### config.mk
export PLATFORM = sky130hd
export DESIGN_NAME = tmfs_root
export DESIGN_NICKNAME = d
export VERILOG_FILES = /design/src/tmfs_pkg.sv /design/src/tmfs_root.sv
export SDC_FILE = /design/constraint.sdc
export NUM_CORES = 2
export LEC_CHECK = 0
export BUFFER_PORTS_ARGS = -buffer_cell sky130_fd_sc_hd__clkbuf_2
export CELL_PAD_IN_SITES_DETAIL_PLACEMENT = 2
export CELL_PAD_IN_SITES_GLOBAL_PLACEMENT = 2
export CORE_MARGIN = 1
export CORE_UTILIZATION = 46
export CTS_CLUSTER_SIZE = 8
export DETAILED_ROUTE_END_ITERATION = 16
export GPL_TIMING_DRIVEN = 0
export PLACE_DENSITY_LB_ADDON = 0.05
export SYNTH_ARGS = -nofsm -noshare
export SYNTH_HDL_FRONTEND = slang
export SYNTH_MEMORY_MAX_BITS = 65536
export SYNTH_SLANG_ARGS = --single-unit
### constraint.sdc
create_clock -name clk -period 5 [get_ports clk]
set_input_delay 0.5 -clock clk [delete_from_list [all_inputs] [get_ports clk]]
set_output_delay 0.5 -clock clk [all_outputs]
set_load 0.02 [all_outputs]
### src/tmfs_pkg.sv
package tmfs_pkg;

	localparam int SIDE_BITS_DEF = 16;
	localparam int FRAC_BITS_DEF = 8;
	// circumradius field width, fixed
	localparam int OUTER_BITS = 24;
	// operand slice of one partial product
	localparam int MUL_CHUNK = 24;

	typedef enum logic [1:0] {
		ST_OK       = 2'd0,
		ST_ZERO     = 2'd1,
		ST_IMPROPER = 2'd2
	} status_t;

	function automatic int imax(input int x, input int y);
		return (x > y) ? x : y;
	endfunction

endpackage

### src/tmfs_root.sv
// Integer square root, one root bit per stage, IN_W/2 stages.
module tmfs_root import tmfs_pkg::*; #(
	parameter int IN_W   = 66,
	parameter int SIDE_W = 1
) (
	input  logic                clk,
	input  logic                en,
	input  logic [IN_W-1:0]     x,
	input  logic [SIDE_W-1:0]   side_i,
	output logic [IN_W/2-1:0]   root,
	output logic [SIDE_W-1:0]   side_o
);
	localparam int R  = IN_W / 2;
	localparam int RW = R + 2;

	logic [RW-1:0]     rem_s  [1:R];
	logic [R-1:0]      root_s [1:R];
	logic [IN_W-1:0]   rad_s  [1:R];
	logic [SIDE_W-1:0] side_s [1:R];

	for (genvar k = 0; k < R; k++) begin : g_stage
		logic [RW-1:0]     cur_rem;
		logic [R-1:0]      cur_root;
		logic [IN_W-1:0]   cur_rad;
		logic [SIDE_W-1:0] cur_side;
		logic [RW+1:0]     cand;
		logic [RW+1:0]     trial;
		logic              take;

		if (k == 0) begin : g_first
			assign cur_rem  = '0;
			assign cur_root = '0;
			assign cur_rad  = x;
			assign cur_side = side_i;
		end else begin : g_next
			assign cur_rem  = rem_s[k];
			assign cur_root = root_s[k];
			assign cur_rad  = rad_s[k];
			assign cur_side = side_s[k];
		end

		assign cand  = {cur_rem, cur_rad[IN_W-1 -: 2]};
		assign trial = (RW+2)'({cur_root, 2'b01});
		assign take  = cand >= trial;

		always_ff @(posedge clk) begin
			if (en) begin
				rem_s[k+1]  <= take ? RW'(cand - trial) : RW'(cand);
				root_s[k+1] <= {cur_root[R-2:0], take};
				rad_s[k+1]  <= cur_rad << 2;
				side_s[k+1] <= cur_side;
			end
		end
	end

	assign root   = root_s[R];
	assign side_o = side_s[R];
endmodule

# --- Yosys cells after proc, flatten, opt, wreduce, memory -nomap -nowiden ---
# Memories as Yosys holds them, arrays and structs flattened.
# Index checks and enable logic that the tools add are counted.
op_classes:
  n_addsub: 33
  n_lt_le_gt_ge: 33
  mux: 35
op_table:
  columns: ["op", "n"]
  rows:
  - ["$ge A37 B35 Y1", 32]
  - ["$mux W35", 33]
  - ["$sub A35 B35 Y35", 32]
  - ["$sub A2 B1 Y3 const B", 1]
  - ["$ge A2 B1 Y1 const B", 1]
  - ["$mux W1", 2]
word_totals:
  ram_bits: 4389
  in_bits: 69
  mem_count: 4
  ff_bits: 0
mem_list:
  columns: ["memory", "depth", "width", "rd", "rd_clocked_by_memory_dff", "wr", "line_no", "text"]
  rows:
  - ["rad_s", 33, 64, 32, 0, 33, "tmfs_root.sv:18", "logic [IN_W-1:0] rad_s [1:R];"]
  - ["rem_s", 33, 35, 32, 0, 33, "tmfs_root.sv:16", "logic [RW-1:0] rem_s [1:R];"]
  - ["root_s", 33, 33, 33, 0, 33, "tmfs_root.sv:17", "logic [R-1:0] root_s [1:R];"]
  - ["side_s", 33, 1, 33, 0, 33, "tmfs_root.sv:19", "logic [SIDE_W-1:0] side_s [1:R];"]

# --- Logic depth before layout (Yosys ltp) ---
# An unclocked memory read counts as a cell.
logic_depth:
  ltp_word: 3
  mapped_depth: 15

# --- Least setup slack after synthesis ---
# No wires, ideal clock.
synth_path:
  path_kind: "register to register"
  start: "register rem_s[10][43] (netlist name)"
  end: "register rem_s[11][34] (netlist name)"
  arrival_time_ns: 3.251
  period_less_slack_ns: 3.523
  setup_ns: 0.271
  path_stages_with_launch: 15
  path_slack_ns: 1.477
  required_ns: 4.729
  path_cell_list: "edfxtp_1 -> ha_1 -> a21o_1 -> a21o_1 -> a221o_1 -> o41a_2 -> a211oi_1 -> o31a_1 -> buf_6 -> inv_2 -> and2_1 -> or4b_1 -> buf_2 -> nor4_1 -> xor2_1"

==> metrics.csv <==
metric;value;unit
post-synthesis simple-gate area fraction;0.1001;
post-synthesis adder-cell area fraction;0.05939;
Die Ht;524.4;µm
H-tree depth;5;
top achievable clock speed;205.3;MHz
Cell Rows;191;
VDD IR max;0.2931;mV
internal cell power;47550;µW
Compound-Gate Fraction of Synth Area;0.09379;
worst min path class;in2reg;
TritonRoute pass-1 iters;5;
Post-Syn Area per Cell;12.97;µm²
worst-path fanout max;10;
logic gate share of total power;0.210;
WP data required;5.58;ns
I/O pin count;103;
post-synth top area share;0.6498;
hold_ws;0.2830;ns
Mapped Area;125600;µm²
minimum clock period;4.871;ns
CP Launch Type;flop;
CP Cell Sequence;inv_1, ha_1, a211oi_1, nor2_1, a21o_1, a21o_1, a21oi_1, o31ai_1, a31o_2, clkbuf_1, clkbuf_2, buf_1, a21oi_1;
top cells by area, synth;edfxtp_1 65%, ha_1 5.9%, xnor2_1 3.2%, xor2_1 3.0%, inv_1 2.2%;
count of input and output buffers;102;
leakage power;0.05387;µW
post-synthesis sequential area ratio;0.6498;
Worst Hold End;rad_s[0][66];
number of global-route vias before repair;91730;
top-count cell post-synth;edfxtp_1;
GRT Util Overall;0.2731;
total routed wirelength;380400;µm
Synth Register Bits;2717;
CTS clock-pin slew for the worst setup and hold paths;0.05;ns
relative slew slack;0.09347;
number of enable flip-flop cells after synthesis;2717;
global-route wire length before repair;575300;µm
CP arrival;5.45;ns
root buffer cell;clkbuf_16;
Layout area overhead;12.95;%
wire per inst;27.45;µm
crit end category;flop;
filler cell count;25630;
cell area power density;482.8;nW/µm²
die footprint;275000;µm²
synth warn;0;
layout cells sized above 1;0.06824;
# DRC;0;
Vias;80940;
Netlist cell types;104;
Sw Pwr;20920;µW
cell area after layout;141800;µm²
RePlAce Congestion;0.8557;
final hold viol count;0;
Core Area;271000;µm²
CTS buffer count;378;
Vias per Instance;5.840;
Clock Skews;0.05151;ns
Worst R2R Setup Slack;0.13;ns
mux cell area share after synthesis;0.005770;
R2R cell count;13;
dpl hpwl;273900;µm
Post-Syn Nets;10350;
Net Sw Frac;0.3055;
# clock sinks;2717;
post-synthesis xor/xnor area fraction;0.06249;
Crit-path slowest cell;o31ai_1;
CTS tree;done;
initial drt markers;5717;
gr ovfl total;0;
period utilization;0.9741;
Hold Path Depth;2;
pin count of the biggest net entering global routing;130;
slowest stage delay, CP;0.66;ns
Yosys top cell by area;edfxtp_1;
Async SR Flop Fraction;0;
Crit Path Class;reg2reg;
Initial Util;0.4633;
initial antenna violation count;5;
Main synth FF type;edfxtp_1;
Setup TNS;0;ns
hold path start;x[2];
Synth Instances;9682;
final setup vio count;0;
RR Startpoint;root_s[11][36];
clock latency on the worst-skew pair;0.93;ns
Clock power frac;0.335;
Final ANT Viol Nets;0;
most frequent cells after synthesis;2717 x edfxtp_1, 750 x inv_1, 747 x nand2_1;
status;finished clean;
main combinational cell family by area after synthesis;simple AND/OR/NAND/NOR gates;
final core occ;0.5233;
R2R Path End;rem_s[12][16];
Cell Area, Placed;131200;µm²
worst slew pin tran;1.342;ns
sequential power share;0.456;
clock buffer depth;4;
Max Slew Vio Count;0;
Max Cap Viol;0;
Total Nets Final;10920;
PnR Total Power;68470;µW
Chip Width;524.4;µm
[cell families after synthesis]
kind of cell	after synthesis
other	1
XOR/XNOR	895
flip-flops	2717
AO/OA/AOI/OAI	1911
multiplexers	66
AND/OR/NAND/NOR	2553
buffers and inverters	943
adder cells (fa/ha/maj)	596
[worst max-delay path by stage]
stage | to | startpoint | depth (start not counted)
2_1_floorplan | rem_s[11][34] | rem_s[10][43] | 14
3_3_place_gp | rad_s[0][476] | en | 1
3_5_place_dp | rem_s[14][54] | root_s[14][5] | 12
4_1_cts | rem_s[12][17] | root_s[11][36] | 13
5_1_grt | rem_s[14][1] | root_s[13][33] | 12
6_report | rem_s[12][16] | root_s[11][36] | 13
[layout make-up]
type / count / area (µm²) / share of cell area
flip-flops and latches: 2717 / 81590 / 0.5753
multi-input cells: 6022 / 40400 / 0.2849
clock buffers: 387 / 9535 / 0.06724
well taps: 3570 / 4467 / 0.03150
inverters: 758 / 2849 / 0.02009
repair buffers: 196 / 1871 / 0.01319
plain buffers: 185 / 757.0 / 0.005338
clock inverters: 22 / 347.8 / 0.002453
diodes: 2 / 5.005 / 0.00003529
[per-stage QoR]
stage,setup slack [ns],cells
2_1_floorplan,1.477,9682
3_3_place_gp,-42.90,13350
3_5_place_dp,-0.1873,13380
4_1_cts,0.04202,13860
5_1_grt,-0.01388,13860
6_report,0.1295,13860
[what timing repair did]
action                     CTS  global route
hold buffers                68             0
setup endpoints to repair   20            31
hold endpoints to repair    68             0
gates resized for setup      2            11
setup buffers                0             0
[power groups by stage]
stage	logic (µW)	registers [µW]	clock network (µW)
after global placement	12200	33300	0
after CTS	14400	31200	23400
after detailed placement	13900	31600	0
after floorplan	9360	30200	0
after global routing	15600	31400	24100
final	14400	31200	22900
[placed cells by master, fill, tap and decap left out, drive strengths merged, types with 27 or more instances in the layout]
cell type / synthesis / routed
a211oi: 46 / 46
a21o: 246 / 246
a21oi: 546 / 546
a31oi: 57 / 57
and2: 28 / 28
and3: 36 / 36
buf: 28 / 52
clkbuf: 157 / 648
dlygate4sd3: 0 / 68
edfxtp: 2717 / 2717
ha: 596 / 596
inv: 752 / 763
mux2: 51 / 51
nand2: 749 / 749
nand2b: 130 / 130
nand3: 167 / 167
nand3b: 28 / 28
nand4: 109 / 109
nor2: 577 / 577
nor2b: 88 / 88
nor3: 232 / 232
nor4: 126 / 126
o211ai: 27 / 27
o21a: 95 / 95
o21ai: 571 / 571
o21bai: 50 / 50
o31ai: 72 / 72
or2: 45 / 45
or3: 96 / 96
or4: 55 / 55
xnor2: 461 / 461
xor2: 434 / 434
[routing by layer]
metal | up-vias | track usage | routed length (µm) | share of wire
met5 | - | 0 | 0 | 0
met4 | 0 | 0.1189 | 17520 | 0.046
met3 | 889 | 0.02734 | 11140 | 0.029
met2 | 1720 | 0.5176 | 205900 | 0.54
met1 | 41660 | 0.3084 | 145800 | 0.38
li1 | 36670 | - | - | -
[registers in the layout (all words and copies together), names as in the netlist]
| register | cells |
|---|---|
| side_s | 33 |
| root_s | 561 |
| rad_s | 1056 |
| rem_s | 1067 |
[critical path: cells and delay by family, from the launching register on]
kind,cells,cell delay (ns)
compound gates,7,1.83
buf+inv,4,1.57
flops,1,0.52
fa+ha+maj,1,0.39
simple gates,1,0.22
Power figures use the tool's default switching activity.
