**config.mk**
```make
export PLATFORM = sky130hd
export DESIGN_NAME = tmfs_div
export DESIGN_NICKNAME = d
export VERILOG_FILES = /design/src/tmfs_pkg.sv /design/src/tmfs_div.sv
export SDC_FILE = /design/constraint.sdc
export NUM_CORES = 1
export LEC_CHECK = 0
export ABC_AREA = 1
export ABC_CLOCK_PERIOD_IN_PS = 5100
export BUFFER_PORTS_ARGS = -buffer_cell sky130_fd_sc_hd__buf_2
export CAP_MARGIN = 0
export CELL_PAD_IN_SITES_DETAIL_PLACEMENT = 1
export CELL_PAD_IN_SITES_GLOBAL_PLACEMENT = 1
export CORE_MARGIN = 2
export CORE_UTILIZATION = 40
export CTS_CLUSTER_DIAMETER = 50
export DETAILED_ROUTE_END_ITERATION = 7
export HOLD_SLACK_MARGIN = 0.03
export PLACE_DENSITY_LB_ADDON = 0.2
export SYNTH_ARGS = -nofsm -noshare
export SYNTH_HDL_FRONTEND = slang
export SYNTH_SLANG_ARGS = --single-unit
```
**constraint.sdc**
```tcl
create_clock -name clk -period 5.1 [get_ports clk]
set_clock_uncertainty 0.2 [all_clocks]
set_input_delay 0.255 -clock clk [delete_from_list [all_inputs] [get_ports clk]]
set_output_delay 0.255 -clock clk [all_outputs]
set_load 0.02 [all_outputs]
```
**src/tmfs_pkg.sv**
```systemverilog
package tmfs_pkg;

	localparam int SIDE_BITS_DEF = 16;
	localparam int FRAC_BITS_DEF = 8;
	// circumradius field width, fixed
	localparam int OUTER_BITS = 24;
	// operand slice of one partial product
	localparam int MUL_CHUNK = 24;

	typedef enum logic [1:0] {
		ST_OK       = 2'd0,
		ST_ZERO     = 2'd1,
		ST_IMPROPER = 2'd2
	} status_t;

	function automatic int imax(input int x, input int y);
		return (x > y) ? x : y;
	endfunction

endpackage

```
**src/tmfs_div.sv**
```systemverilog
// Restoring divider, saturating quotient of Q_W bits; one setup stage plus one bit a stage.
module tmfs_div import tmfs_pkg::*; #(
	parameter int X_W    = 33,
	parameter int D_W    = 19,
	parameter int Q_W    = 16,
	parameter int SIDE_W = 1
) (
	input  logic              clk,
	input  logic              en,
	input  logic [X_W-1:0]    x,
	input  logic [D_W-1:0]    d,
	input  logic [SIDE_W-1:0] side_i,
	output logic [Q_W-1:0]    q,
	output logic [SIDE_W-1:0] side_o
);
	localparam int HI_W  = X_W - Q_W;
	localparam int CMP_W = imax(HI_W, D_W);

	logic [D_W-1:0]    rem_s  [Q_W+1];
	logic [Q_W-1:0]    quo_s  [Q_W+1];
	logic [Q_W-1:0]    lo_s   [Q_W+1];
	logic [D_W-1:0]    d_s    [Q_W+1];
	logic              sat_s  [Q_W+1];
	logic [SIDE_W-1:0] side_s [Q_W+1];
	logic [HI_W-1:0]   hi;

	assign hi = x[X_W-1:Q_W];

	// quotient would need more than Q_W bits
	always_ff @(posedge clk) begin
		if (en) begin
			sat_s[0]  <= CMP_W'(hi) >= CMP_W'(d);
			rem_s[0]  <= D_W'(hi);
			quo_s[0]  <= '0;
			lo_s[0]   <= x[Q_W-1:0];
			d_s[0]    <= d;
			side_s[0] <= side_i;
		end
	end

	for (genvar k = 1; k <= Q_W; k++) begin : g_stage
		logic [D_W:0] cand;
		logic         take;

		assign cand = {rem_s[k-1], lo_s[k-1][Q_W-1]};
		assign take = cand >= {1'b0, d_s[k-1]};

		always_ff @(posedge clk) begin
			if (en) begin
				rem_s[k]  <= take ? D_W'(cand - {1'b0, d_s[k-1]}) : D_W'(cand);
				quo_s[k]  <= {quo_s[k-1][Q_W-2:0], take};
				lo_s[k]   <= lo_s[k-1] << 1;
				d_s[k]    <= d_s[k-1];
				sat_s[k]  <= sat_s[k-1];
				side_s[k] <= side_s[k-1];
			end
		end
	end

	assign q      = sat_s[Q_W] ? '1 : quo_s[Q_W];
	assign side_o = side_s[Q_W];
endmodule

```
# --- After elaboration in Yosys (flattened, before gate mapping) ---
# Memories as Yosys holds them, arrays and structs flattened.
# Cells that the tools add are included.
totals:
  inputBits: 55
  n_memories: 6
  ram_bits: 1224
  reg_bits: 0
  out_inout_bits: 17
op_classes:
  add_sub_neg: 16
  order_cmp: 17
  muxes: 19
mem_list:
  columns: ["memory", "depth", "word_bits", "rd", "rd_ports_with_merged_regs", "write_ports", "line_no", "source"]
  rows:
  - ["d_s", 17, 19, 16, 0, 17, "tmfs_div.sv:22", "logic [D_W-1:0] d_s [Q_W+1];"]
  - ["rem_s", 17, 19, 16, 0, 17, "tmfs_div.sv:19", "logic [D_W-1:0] rem_s [Q_W+1];"]
  - ["lo_s", 17, 16, 16, 0, 17, "tmfs_div.sv:21", "logic [Q_W-1:0] lo_s [Q_W+1];"]
  - ["quo_s", 17, 16, 17, 0, 17, "tmfs_div.sv:20", "logic [Q_W-1:0] quo_s [Q_W+1];"]
  - ["sat_s", 17, 1, 17, 0, 17, "tmfs_div.sv:23", "logic sat_s [Q_W+1];"]
  - ["side_s", 17, 1, 17, 0, 17, "tmfs_div.sv:24", "logic [SIDE_W-1:0] side_s [Q_W+1];"]
ops:
  columns: ["op", "count"]
  rows:
  - ["$ge 20x19->1", 16]
  - ["$mux 19", 16]
  - ["$sub 19x19->19", 16]
  - ["$ge 17x19->1", 1]
  - ["$mux 16", 1]
  - ["$mux 1", 2]

# --- Logic depth before layout (Yosys ltp) ---
depth:
  depth_word: 2
  depth_mapped: 14

# --- Worst setup path after synthesis ---
# No wires, ideal clock.
synth_path:
  kind: "reg2reg"
  from: "memory d_s[11][0], in the netlist d_s[0][209]"
  to: "memory rem_s[12][17], in the netlist rem_s[0][245], data pin"
  path_stages_with_launch: 13
  setup_ns: 0.253
  path_slack_ns: 2.727
  synth_period_minus_slack_ns: 2.373
  required_time_ns: 4.647
  path_buffers: 1
  t_arrival_ns: 1.920
  path_cell_list: "edfxtp_1 ha_1 fa_1 nand3b_1 nand2_2 nand3_1 nand3_1 nand2_1 nand2_4 inv_4 buf_6 nand2_1 nand2_1"
synth_rtl:
  columns: ["element", "line_no"]
  rows:
  - ["from (decl)", "tmfs_div.sv:22"]
  - ["to (decl)", "tmfs_div.sv:19"]

==> flow_summary_export.csv <==
group,metric,value,unit
outcome,outcome,"finished clean",
yosys,synth_top_area_cell,"edfxtp_1",
timing,fin_tns_setup,0,ns
timing,slew_viol_final,0,
routing,wl_met1,66440,um
yosys,synthCells,5610,
cts,cts.sinks,912,
timing,fin_crit_sh,63.65,%
cts,ctsHtreeMaxLevel,4,
routing,first_pass_iters,6,
routing,finalWirelength,138900,um
cells_and_area,instances_no_fill,7645,
yosys,synth_mux_area_share,0,%
setup_path,cp-start-kind,"register",
timing,hold_viol,0,
yosys,syn_area_per_cell,9.054,um^2
routing,drc_errors,0,
global_routing,grt_pass1_wl,219400,um
global_routing,grt_use_total,21.55,%
yosys,synthXorXnorAreaFrac,2.569,%
global_routing,grt_pass1_vias,39380,
routing,ant_nets,0,
global_routing,grt_start_max_net_pins,121,
cts,cts_tree,"built",
routing,drt-initial-drc-count,2404,
routing,wl_met3,4883,um
timing,rsz0062_at_grt,"no",
setup_path,path_class,"reg2reg",
yosys,yosys_most_used_dff,"edfxtp_1",
yosys,ys_types,35,
yosys,syn-cell-area,50790,um^2
routing,highest_layer,"met5",
die,initial_core_util,40.34,%
power_and_ir_drop,vdd_drop_max,0.3890,mV
yosys,synth_top_family_by_area,"simple AND/OR/NAND/NOR gates",
yosys,synth_seq_cells,912,
die,row_count,130,
cts,cts_setup_buffers,0,
yosys,async_reset_ff_share,0,%
routing,detail_route.vias_per_cell,4.939,
die,die_area,129800,um^2
cts,ctsRootBufferMaster,"clkbuf_16",
timing,period_needed,3.246,ns
yosys,synthSimpleGateAreaFrac,24.01,%
power_and_ir_drop,pwr_density_cell,582.4,nW/um^2
yosys,synth_compound_area_share,3.234,%
placement,dp.cells,7298,
yosys,synth_common_cells,"nand2_1, edfxtp_1, inv_1, nor2_1, ha_1",
cts,clkLatencyLatePin,0.76,ns
yosys,synth_top_area_share,53.92,%
yosys,syn_nets,6000,
worst_hold_path,hold_class,"in2reg",
die,core,125900,um^2
cells_and_area,drive_above_1_share,6.772,%
timing,worstMarginPinSlew,0.9774,ns
yosys,synth.area.top_cells,"edfxtp_1, nand2_1, ha_1",
routing,num_vias,37760,
yosys,synth-edff-count,912,
yosys,synth.most_common_cell,"nand2_1",
yosys,yosysSeqAreaShare,53.92,%
cts,cts.clk_slew.worst_paths,0.06,ns
die,die_y,360.3,um
cells_and_area,syn_to_final_growth,15.29,%
placement,place.port_buffers,71,
run,drv_cap,0,
routing,wl_met2,63530,um
global_routing,overflow,0,
setup_path,crit_fanout,23,
power_and_ir_drop,p_leak,27.16,nW
timing,slew_headroom,34.84,%
cells_and_area,diodes,0,
setup_path,arrival,3.53,ns
yosys,yosys.area_share.adder,8.474,%
setup_path,crit_required,5.38,ns
yosys,yosysWarnings,0,
placement,finalWeightedCongestion,0.8901,
timing,setup_viol,0,
die,ioPinCount,72,
placement,dp_hpwl,106400,um
routing,routedWlPerCell,18.17,um
cts,cts_buffers,132,
setup_path,critPathCaptureType,"register",
cts,clk_path_buf_depth,3,
cells_and_area,final_nets,6278,
global_routing,antenna_found_initial,4,
die,die_width,360.3,um
timing,max_freq,308.1,MHz
registers in the layout, summed over array words and instances (netlist names):
| signal | flops |
|---|---|
| d_s | 304 |
| lo_s | 136 |
| rem_s | 302 |
| side_s | 17 |
| quo_s | 136 |
| sat_s | 17 |
final timing paths:
check          startpoint      endpoint  slack, ns  cells past startpoint
max            d_s[0][57]  rem_s[0][89]       1.85                     11
min                 x[31]  rem_s[0][15]       0.17                      2
max reg2reg    d_s[0][57]  rem_s[0][89]       1.85                     11
min reg2reg  lo_s[0][173]  lo_s[0][190]       0.20                      0
metrics by stage:
stage / cell area (um^2) / utilization, % / total power [mW] / worst slack (ns) / hold WS, ns
2_1_floorplan: 50790 / - / 20.94 / 2.727 / 0.1539
3_3_place_gp: 52930 / 42.04 / 24.30 / 1.888 / 0.2002
3_5_place_dp: 52930 / 42.04 / 24.67 / 1.861 / 0.2051
4_1_cts: 58560 / 46.51 / 34.42 / 1.856 / 0.04338
5_1_grt: 58560 / 46.51 / 36.70 / 1.628 / 0.1366
6_report: 58560 / 46.51 / 34.10 / 1.854 / 0.1714
timing repair:
action                                 in CTS  in global routing
gates resized for setup                     0                  0
hold buffers                              106                  0
endpoints found under the hold margin     142                  0
cells by family (layout without fill, tap and decap cells):
kind of cell / count (synthesis) / after routing
buffers and inverters: 960 / 1345
AND/OR/NAND/NOR: 2938 / 2938
adder cells (fa/ha/maj): 335 / 335
flip-flops: 912 / 912
AO/OA/AOI/OAI: 316 / 316
XOR/XNOR: 149 / 149
worst max-delay path, cell delays in order, from the launching register on:
cell and delay, ns:
edfxtp_1 0.51, ha_1 0.29, fa_1 0.43, nand3b_1 0.23, nand2_2 0.14, nand3_1 0.10, nand3_1 0.15, nand2_1 0.08
nand2_2 0.41, inv_4 0.20, nand2_1 0.14, nand2_1 0.08
cells in the final DEF (no fill, tap or decap), drive strengths merged:
cell type,netlist,routed
buf,46,85
clkinv,0,38
nor2,391,391
o21bai,13,13
and2,15,15
fa,15,15
nand2,2014,2014
ha,320,320
nand3,302,302
nand4,16,16
clkinvlp,0,10
or2,16,16
o211ai,1,1
xor2,107,107
xnor2,42,42
dlygate4sd3,0,106
nor4,7,7
inv,913,940
o21a,9,9
bufinv,0,17
nand3b,79,79
edfxtp,912,912
nor3,98,98
a21oi,187,187
o21ai,106,106
clkbuf,1,149
metal layers:
| metal | track usage (%) | up-vias |
|---|---|---|
| met2 | 35.04 | 624 |
| li1 | - | 18750 |
| met1 | 29.58 | 18120 |
| met3 | 3.041 | 253 |
| met4 | 7.310 | 2 |
| met5 | 0 | - |
layout make-up:
cell class | instances | area (um^2)
clock buffers | 149 | 3473
repair buffers | 191 | 1632
inverters | 913 | 3462
multi-input cells | 3738 | 19450
fillers | 14590 | 67340
well taps | 1650 | 2064
flip-flops and latches | 912 | 27390
clock inverters | 92 | 1095
power by group:
| group | internal [mW] | switching (mW) | leakage, nW |
|---|---|---|---|
| sequential | 10.5 | 1.14 | 8.94 |
| clock | 5.85 | 3.59 | 2.21 |
| combinational | 4.36 | 8.71 | 16.0 |
Note: power is estimated with default switching activity, not from simulation.
