File: src/tmfs_pkg.sv
package tmfs_pkg;

	localparam int SIDE_BITS_DEF = 16;
	localparam int FRAC_BITS_DEF = 8;
	// circumradius field width, fixed
	localparam int OUTER_BITS = 24;
	// operand slice of one partial product
	localparam int MUL_CHUNK = 24;

	typedef enum logic [1:0] {
		ST_OK       = 2'd0,
		ST_ZERO     = 2'd1,
		ST_IMPROPER = 2'd2
	} status_t;

	function automatic int imax(input int x, input int y);
		return (x > y) ? x : y;
	endfunction

endpackage

File: src/tmfs_mul.sv
// Two-stage multiplier: partial products, then their sum.
module tmfs_mul import tmfs_pkg::*; #(
	parameter int A_W    = 16,
	parameter int B_W    = 16,
	parameter int SIDE_W = 1,
	parameter int CHUNK  = MUL_CHUNK
) (
	input  logic               clk,
	input  logic               en,
	input  logic [A_W-1:0]     a,
	input  logic [B_W-1:0]     b,
	input  logic [SIDE_W-1:0]  side_i,
	output logic [A_W+B_W-1:0] p,
	output logic [SIDE_W-1:0]  side_o
);
	localparam int NA  = (A_W + CHUNK - 1) / CHUNK;
	localparam int NB  = (B_W + CHUNK - 1) / CHUNK;
	localparam int P_W = A_W + B_W;

	logic [NA*CHUNK-1:0] a_ext;
	logic [NB*CHUNK-1:0] b_ext;
	logic [2*CHUNK-1:0]  pp_s1 [NA][NB];
	logic [SIDE_W-1:0]   side_s1;
	logic [P_W-1:0]      acc;
	logic [P_W-1:0]      p_s2;
	logic [SIDE_W-1:0]   side_s2;

	assign a_ext = (NA*CHUNK)'(a);
	assign b_ext = (NB*CHUNK)'(b);

	always_ff @(posedge clk) begin
		if (en) begin
			for (int i = 0; i < NA; i++) begin
				for (int j = 0; j < NB; j++) begin
					pp_s1[i][j] <= (2*CHUNK)'(a_ext[i*CHUNK +: CHUNK]) *
						(2*CHUNK)'(b_ext[j*CHUNK +: CHUNK]);
				end
			end
			side_s1 <= side_i;
		end
	end

	always_comb begin
		acc = '0;
		for (int i = 0; i < NA; i++) begin
			for (int j = 0; j < NB; j++) begin
				acc = acc + (P_W'(pp_s1[i][j]) << ((i + j) * CHUNK));
			end
		end
	end

	always_ff @(posedge clk) begin
		if (en) begin
			p_s2    <= acc;
			side_s2 <= side_s1;
		end
	end

	assign p      = p_s2;
	assign side_o = side_s2;
endmodule

File: config.mk
export PLATFORM = sky130hd
export DESIGN_NAME = tmfs_mul
export DESIGN_NICKNAME = d
export VERILOG_FILES = /design/src/tmfs_pkg.sv /design/src/tmfs_mul.sv
export SDC_FILE = /design/constraint.sdc
export NUM_CORES = 1
export LEC_CHECK = 0
export BUFFER_PORTS_ARGS = -buffer_cell sky130_fd_sc_hd__clkbuf_2
export CAP_MARGIN = 20
export CORE_MARGIN = 5
export CORE_UTILIZATION = 52
export DETAILED_ROUTE_END_ITERATION = 12
export PLACE_DENSITY_LB_ADDON = 0.25
export SYNTH_ARGS = -nofsm -noshare
export SYNTH_HDL_FRONTEND = slang
export SYNTH_SLANG_ARGS = --single-unit
File: constraint.sdc
create_clock -name clk -period 5.2 [get_ports clk]
set_input_delay 0.26 -clock clk [delete_from_list [all_inputs] [get_ports clk]]
set_output_delay 0.26 -clock clk [all_outputs]
set_load 0.05 [all_outputs]
Word-level counts from Yosys, hierarchy flattened
Memories as Yosys holds them, arrays and structs flattened. A register that Yosys moved wholly into a read port is not among the register bits.
Cells that the tools add are included.

storage, ports and cells
  output and inout port bits = 33
  memories kept = 1
  logic and storage cells = 6
  register bits = 2
  RAM bits = 32

memory list
  name   words  bits a word  rd ports  clocked after memory_dff  wr ports  RTL line        text
  pp_s1  1      32           1         1                         1         tmfs_mul.sv:22  logic [2*CHUNK-1:0] pp_s1 [NA][NB];

operators by class
  multiplexer cells = 2
  multipliers = 1

operators with widths
  kind            count
  $mul 16x16->32  1
  $mux 1          2

Logic depth before layout (Yosys ltp)
Gate-level depths: netlist of the first run.

  depth after elaboration = 2
  mapped depth = 22
  gate-level depth less buffers = 20

Worst setup path before layout of the first run
No wires, ideal clock.

  path type = input -> register
  from = input port b[7]
  to = memory pp_s1[0][27] in the netlist's numbering (data pin)
  path buffers = 2
  arrival time = 5.320 ns
  setup time = 0.265 ns
  required time = 4.935 ns
  slack = -0.384 ns
  stages = 22
  path through = clkbuf_1 -> nand2_1 -> fa_1 -> inv_1 -> fa_1 -> inv_1 -> fa_1 -> inv_1 -> fa_1 -> fa_1 -> inv_1 -> fa_1 -> inv_1 -> ha_1 -> buf_6 -> o21a_1 -> o211a_1 -> o21ai_2 -> a31oi_4 -> o41ai_4 -> o21ai_1 -> xor2_1

on the way
  cells in the longest elaborated chain, start to end = 1

RTL lines
  element         RTL line        text
  from (decl)     tmfs_mul.sv:11  input logic [B_W-1:0] b,
  $mul 16x16->32  tmfs_mul.sv:35  pp_s1[i][j] <= (2*CHUNK)'(a_ext[i*CHUNK +: CHUNK]) *
  to (decl)       tmfs_mul.sv:22

No other way between the ends.

Worst setup path after layout of the first run
  from = input port a[6]
  to = memory pp_s1[0][28] in the netlist's numbering (data pin)

on the way
  cells in the longest elaborated chain, start to end = 1

RTL lines
  element         RTL line        text
  from (decl)     tmfs_mul.sv:10  input logic [A_W-1:0] a,
  $mul 16x16->32  tmfs_mul.sv:35

No other way between the ends.

==> reports/results.ini, run 1 <==
[layout]
stdcell_count=1501
final_nets=1559
final_cell_mix=214 x inv_1, 185 x fa_1, 143 x nand2_1
fillers=1670
stdcell_area_mm2=0.0131
antennaDiodeCount=0
ff_latch_area_mm2=0.00198
drive_above_1_share_pct=25.3
final_common_cell=inv_1
multi_input_area_mm2=0.00799
area_growth_pct=23.5

[global_routing]
grt_use_total_pct=20.7
grt_pass1_vias=8157
grt_max_degree=67
grt_pass1_wl_um=39200
overflow=0
antenna_found_initial=0

[critical_path]
required_ns=5.25
critPathMaxFanout=7
reg2reg_slack_ns=4.53
crit_path_start_kind=input pin
cp.arrival_ns=5.27
end_kind=register
critical_path_class=in2reg

[floorplan]
start_util_pct=52.5
die_x_um=153
die_y_um=153
io_pins=68
num_rows=52
die_area_mm2=0.0233
coreArea_mm2=0.0202

[route]
wl_met2_um=12900
antenna_left=0
viasPerCell=5.13
wirelength_um=23900
met3_length_um=1010
initialDrtViolationCount=316
firstDrtPassIters=5
drt-wirelength-per-cell_um=16.0
routed.top_layer=met4
vias=7703
wl_met1_um=9640
drc_errors=0

[timing]
slew_headroom_pct=46.3
slew_violations=0
fmax_ghz=0.192
finalCritPeriodShare_pct=100
tns_ns=-0.0278
setup_viol=2
skew_ns=0.00474
min_period_ns=5.22
hold_ws_ns=0.122
rsz0062_at_grt=yes
worst_pin_slew_ns=0.806
setup_slack_ns=-0.0159
timing_hold_violations_final=0

[run_status]
violations=negative setup slack
outcome=finished with violations

[clock_network]
cts_tree=built
cts_buffers=9
ctsLongestPathBuffers=2
clk_latency_ns=0.32
root_buffer=clkbuf_16
htreeDepth=3
clk_pin_slew_ns=0.05
clock_sinks=66

[synthesis]
seq_area_frac_synth_pct=18.7
synth-simple-area-share_pct=14.5
ys.warnings.count=0
synth_nets=1383
synth_edf_count=66
synthAdderAreaFrac_pct=49.0
syn_inst=1050
syn_area_per_cell_um2=10.1
synth_compound_area_share_pct=6.24
yosysUniqueCellTypes=49
synthXorXnorAreaFrac_pct=2.15
netlist_area_mm2=0.0106
synth_mux_area_share_pct=0.0946
ys.flop_type=edfxtp_1
synthArstFlopShare_pct=0
ys_ff_latch=66
synth_top_family_by_area=adder cells

[flow_run]
maxCapViolCount=0

[placed_design]
dp_cells=1477
place.gp.congestion=0.926
placement.io_buffers=67
placed_area_mm2=0.0121
hpwl_um=20500

[hold_path]
hp-class=in2reg

==> cells in the mapped netlist, types with 4 or more instances <==
library cell | n | share of area, %
inv_1 | 224 | 7.9
nand4_1 | 4 | 0.24
fa_1 | 194 | 37
nand3_1 | 10 | 0.47
nor2_1 | 12 | 0.43
a21o_1 | 17 | 1.2
a21oi_1 | 22 | 1.0
o21a_1 | 4 | 0.28
nand2_1 | 145 | 5.1
edfxtp_1 | 66 | 19
nor3_1 | 4 | 0.19
xor2_1 | 7 | 0.58
xnor2_1 | 19 | 1.6
ha_1 | 104 | 12
and2_1 | 125 | 7.4
o21ai_0 | 13 | 0.61
clkbuf_1 | 34 | 1.2
==> logic make-up (layout without fill, tap and decap cells) <==
family	Yosys count	after routing
buffers and inverters	261	442
adders and majority gates	298	298
AOI/OAI and AO/OA	89	89
and+or+nand+nor	309	309
xor gates and xnor gates	26	26
muxes	1	1
DFF	66	66
==> metrics by stage <==
step                worst slack, ns  utilization, %
detailed placement           -0.577            60.1
global route                 -0.164            64.8
global placement             -0.533            60.1
floorplan                    -0.328               -
finish                      -0.0159            64.8
CTS                         -0.0845            63.0
==> flip-flops by register name, summed over array words and instances, names as in the netlist <==
name	cells
p	32
pp_s1	32
side_o	1
side_s1	1
==> layout make-up <==
cell class                 instances  share of cell area (%)
inverter                         224                    6.43
timing repair buffer             202                    12.5
multi-input combinational        723                    61.1
clock buffer                       9                    1.72
tap                              270                    2.58
sequential                        66                    15.2
clock inverter                     7                   0.526
==> worst paths after layout <==
check | startpoint | endpoint | depth (start not counted)
worst min register to register | pp_s1[0][28] | p[28] | 0
worst min-delay path | side_i | side_s1 | 1
worst max-delay path | a[6] | pp_s1[0][28] | 20
worst max register to register | pp_s1[0][1] | p[1] | 0
==> routing by layer <==
metal  GRT usage (%)  up-vias
met5               0        -
met3            3.12       32
met2            37.6      168
met4            4.12        0
li1                -     3587
met1            26.5     3916
==> what timing repair did <==
action	4_1_cts	5_1_grt
hold buffers	0	0
setup buffers	1	8
gates resized for setup	71	81
pin swaps	34	41
endpoints found under the setup margin	16	15
==> critical path, stage by stage <==
cell and delay (ns):
buf_12 0.12, buf_6 0.11, and2_4 0.15, fa_1 0.54, inv_1 0.05, fa_2 0.43
fa_2 0.56, inv_2 0.04, fa_2 0.41, fa_1 0.54, inv_2 0.04, fa_1 0.52
inv_2 0.05, ha_4 0.24, a21o_1 0.16, a211o_4 0.35, a2111oi_2 0.29, o21ai_1 0.10
o22ai_1 0.20, xnor2_1 0.11
Power of run 1 is left out: the tool's default activity adds up to more than one toggle a clock period on the data nets, which glitch-free logic cannot reach.
==> run 2, diff against run 1 <==
--- a/config.mk
+++ b/config.mk
@@ -11,6 +11,7 @@
 export CORE_UTILIZATION = 52
 export DETAILED_ROUTE_END_ITERATION = 12
 export PLACE_DENSITY_LB_ADDON = 0.25
+export REMOVE_ABC_BUFFERS = 1
 export SYNTH_ARGS = -nofsm -noshare
 export SYNTH_HDL_FRONTEND = slang
 export SYNTH_SLANG_ARGS = --single-unit
==> run 2 against run 1 <==
The flow now finishes without violations. Setup slack improved by 0.043 ns. Clock skew hardly changed. Global-route usage is 0.14 points lower. Cell count up 0.27%. Design area is 0.16% higher. Sequential share of layout area is essentially flat. Sequential cell count unchanged. Via count rose by 0.19%. Register-to-register slack improved by 0.02 ns. Critical path type unchanged.
==> reports/results.ini, run 2 (synthesized netlist as in run 1, its figures left out) <==
[placed_design]
dp_slack_ns=-0.602
placement.io_buffers=67
dp_cells=1480
place.gp.congestion=0.868
hpwl_um=20000

[timing]
timing_hold_violations_final=0
min_period_ns=5.17
rsz0062_at_grt=yes
finalCritPeriodShare_pct=99.5
skew_ns=0.00458
setup_viol=0
fmax_ghz=0.193
setup_slack_ns=0.0270
slew_violations=0
hold_ws_ns=0.119
worst_pin_slew_ns=0.797
slew_headroom_pct=46.9
tns_ns=0

[critical_path]
startpoint=b[11]
reg2reg_slack_ns=4.55
r2r-end=p[18]
crit_path_start_kind=input pin
end_kind=register
cp.arrival_ns=5.24
critical_path_class=in2reg
required_ns=5.27
rr_startpoint=pp_s1[0][18]
critPathMaxFanout=5
r2r_cells=0

[route]
firstDrtPassIters=4
antenna_left=0
drt-wirelength-per-cell_um=15.6
viasPerCell=5.13
drc_errors=0
initialDrtViolationCount=360
wirelength_um=23500
vias=7718

[clock_network]
clock_sinks=66
clk_latency_ns=0.32
cts_tree=built
ctsLongestPathBuffers=2
clk_pin_slew_ns=0.05
htreeDepth=3
cts_buffers=9
root_buffer=clkbuf_16

[global_routing]
grt_pass1_vias=8274
grt_use_total_pct=20.6
antenna_found_initial=0
overflow=0
grt_pass1_wl_um=39600
grt_max_degree=67

[hold_path]
min_to=side_s1
hp-class=in2reg
hold_start=side_i
hold_depth=1

[layout]
stdcell_count=1505
drive_above_1_share_pct=25.0
area_growth_pct=23.7
antennaDiodeCount=0
final_common_cell=inv_1
final_cell_mix=217 x inv_1, 188 x fa_1, 143 x nand2_1
final_nets=1563

[floorplan]
start_util_pct=52.5
die_area_mm2=0.0233
die_y_um=153
coreArea_mm2=0.0202
die_x_um=153
io_pins=68
num_rows=52

[flow_run]
maxCapViolCount=0

[run_status]
outcome=complete, no violations

## run 2: cell types whose count changed in the layout (fill, tap and decap cells not counted), sizes merged
| cell | change |
|---|---|
| clkbuf | +6 |
| inv | -1 |
| bufinv | +1 |
| buf | -2 |
## run 2: timing repair
action,CTS,global route
hold buffers,0,0
endpoints found under the setup margin,16,14
pin swaps,30,31
resized for setup,68,76
setup buffers,5,4
## run 2: per-layer routing
metal	global-route usage, %	routed length, um	vias up
met5	0	0	-
met2	37.9	12800	142
met1	26.6	9670	3963
li1	-	-	3594
met3	2.50	815	19
met4	3.10	210	0
## run 2: stage by stage
step / util (%) / instance area, um^2
floorplan: - / 10400
global route: 64.9 / 13100
global placement: 60.0 / 12100
detailed placement: 60.0 / 12100
finish: 64.9 / 13100
CTS: 63.4 / 12800
## run 2: how the worst max path moves through the flow
| stage | cells after the start | end | slack (ns) |
|---|---|---|---|
| after detailed placement | 19 | pp_s1[0][28] | -0.60 |
| final | 20 | pp_s1[0][27] | 0.03 |
| after CTS | 20 | pp_s1[0][27] | -0.07 |
| after global routing | 20 | pp_s1[0][18] | -0.12 |
| after floorplan | 19 | pp_s1[0][27] | -0.11 |
| after global placement | 20 | pp_s1[0][27] | -0.56 |
## run 2: critical path, cell delays in order
cell and delay (ns):
buf_4 0.14, and2_4 0.14, fa_1 0.54, inv_2 0.04, fa_1 0.55, inv_2 0.04
fa_1 0.54, fa_1 0.46, fa_1 0.50, inv_1 0.05, fa_1 0.49, inv_2 0.05
ha_4 0.21, o21a_1 0.18, o211a_1 0.25, o21ai_2 0.16, a31oi_4 0.07, o41ai_4 0.30
o21ai_1 0.13, xor2_1 0.15
## run 2: layout make-up
cell class,instances,area (um^2)
Clock inverter,7,93.8
Sequential cell,66,1980
Fill cell,1660,7070
Inverter,224,841
Multi-Input combinational cell,723,8020
Tap cell,270,338
Clock buffer,9,225
Timing Repair Buffer,206,1600
Power of run 2 is left out for the same reason.
==> run 3, diff against run 2 <==
--- a/config.mk
+++ b/config.mk
@@ -8,10 +8,11 @@
 export BUFFER_PORTS_ARGS = -buffer_cell sky130_fd_sc_hd__clkbuf_2
 export CAP_MARGIN = 20
 export CORE_MARGIN = 5
-export CORE_UTILIZATION = 52
+export CORE_UTILIZATION = 37
 export DETAILED_ROUTE_END_ITERATION = 12
 export PLACE_DENSITY_LB_ADDON = 0.25
 export REMOVE_ABC_BUFFERS = 1
+export SLEW_MARGIN = 20
 export SYNTH_ARGS = -nofsm -noshare
 export SYNTH_HDL_FRONTEND = slang
 export SYNTH_SLANG_ARGS = --single-unit
==> run 3 against run 2 <==
Design area is 2.2% higher. Sequential share of layout area is 0.33 points lower. Global-route usage is 4.6 points lower. Hold slack worse by 0.0098 ns. Die area is 38% higher. Count of clock-buffer cells in the layout is 1 higher. Via count is 1.8% lower. Critical path type unchanged.
==> reports/results.ini, run 3 (synthesized netlist as in run 1, its figures left out) <==
[run_status]
outcome=complete, no violations

[timing]
setup_viol=0
tns_ns=0
min_period_ns=5.19
rsz0062_at_grt=yes
skew_ns=0.00701
finalCritPeriodShare_pct=99.9
slew_headroom_pct=44.7
fmax_ghz=0.193
hold_ws_ns=0.110
worst_pin_slew_ns=0.830
timing_hold_violations_final=0
slew_violations=0

[global_routing]
met1_usage_pct=21.2
grt_use_total_pct=15.9
antenna_found_initial=0
grt_pass1_vias=8245
grt.busiest_layer=met2
grt_max_degree=67
grt_pass1_wl_um=41000
gr-usage-met3_pct=1.73
overflow=0
grt_util_met2_pct=29.1

[route]
drc_errors=0
initialDrtViolationCount=318
vias=7582
viasPerCell=4.67
wirelength_um=24500
firstDrtPassIters=4
drt-wirelength-per-cell_um=15.1
antenna_left=0

[floorplan]
num_rows=62
io_pins=68
die_x_um=179
coreArea_mm2=0.0285
die_area_mm2=0.0321
start_util_pct=37.2
die_y_um=179

[critical_path]
critical_path_class=in2reg
required_ns=5.27
critPathMaxFanout=12
end_kind=register
cp.arrival_ns=5.26
crit_path_start_kind=input pin

[layout]
final_cell_mix=206 x inv_1, 180 x fa_1, 143 x nand2_1
area_growth_pct=26.5
final_nets=1568
drive_above_1_share_pct=26.8
fillers=2746
final_common_cell=inv_1
stdcell_area_mm2=0.0134
antennaDiodeCount=0

[clock_network]
cts_tree=built
cts_buffers=9
root_buffer=clkbuf_16
htreeDepth=3
cts_hold_buf=0
clk_pin_slew_ns=0.06
clk_latency_ns=0.32
clock_sinks=66
ctsLongestPathBuffers=2

[placed_design]
place.gp.congestion=0.819
placed_area_mm2=0.0123
hpwl_um=21100
placement.io_buffers=67

[flow_run]
maxCapViolCount=0

[hold_path]
hp-class=in2reg

run 3: final timing paths:
check / slack, ns / from / cells past startpoint / to
worst max-delay path: 0.007 / b[5] / 19 / pp_s1[0][28]
worst min register to register: 0.41 / pp_s1[0][15] / 0 / p[15]
worst min-delay path: 0.11 / side_i / 1 / side_s1
worst max register to register: 4.53 / pp_s1[0][27] / 0 / p[27]
run 3: area by class of cell:
| cell class | count | area, um^2 | area share, % |
|---|---|---|---|
| clock buffers | 10 | 229 | 1.71 |
| clock inverters | 6 | 67.6 | 0.505 |
| inverters | 224 | 841 | 6.28 |
| multi-input cells | 723 | 8050 | 60.1 |
| flip-flops and latches | 66 | 1980 | 14.8 |
| well taps | 384 | 480 | 3.59 |
| repair buffers | 211 | 1740 | 13.0 |
run 3: metal layers:
metal,vias to the layer above,part of all wire [%]
met5,-,0
met4,0,0.68
met3,17,2.9
met2,91,53
met1,3875,43
li1,3599,-
run 3: worst max-delay path, stage by stage:
cell	delay [ns]
buf_12	0.12
and2_4	0.16
fa_1	0.54
inv_2	0.04
fa_2	0.44
fa_2	0.54
inv_2	0.04
fa_2	0.47
fa_1	0.53
inv_2	0.04
fa_1	0.52
inv_2	0.05
ha_4	0.22
a21o_1	0.19
a211o_4	0.35
a2111oi_4	0.33
o21ai_1	0.10
o22ai_1	0.21
xnor2_1	0.11
run 3: metrics by stage:
step,util (%),setup WS [ns],instances
after global routing,47.0,-0.198,1624
after CTS,45.5,-0.0799,1619
final,47.0,0.00714,1624
after global placement,43.2,-0.606,1596
after detailed placement,43.2,-0.680,1596
after floorplan,-,-0.106,1013
run 3: what timing repair did:
item                       CTS  global route
gates resized for setup     62           122
setup buffers                7             4
setup endpoints to repair   17            17
pin swaps                   25            65
gates cloned                 0             1
Power of run 3 is left out for the same reason.
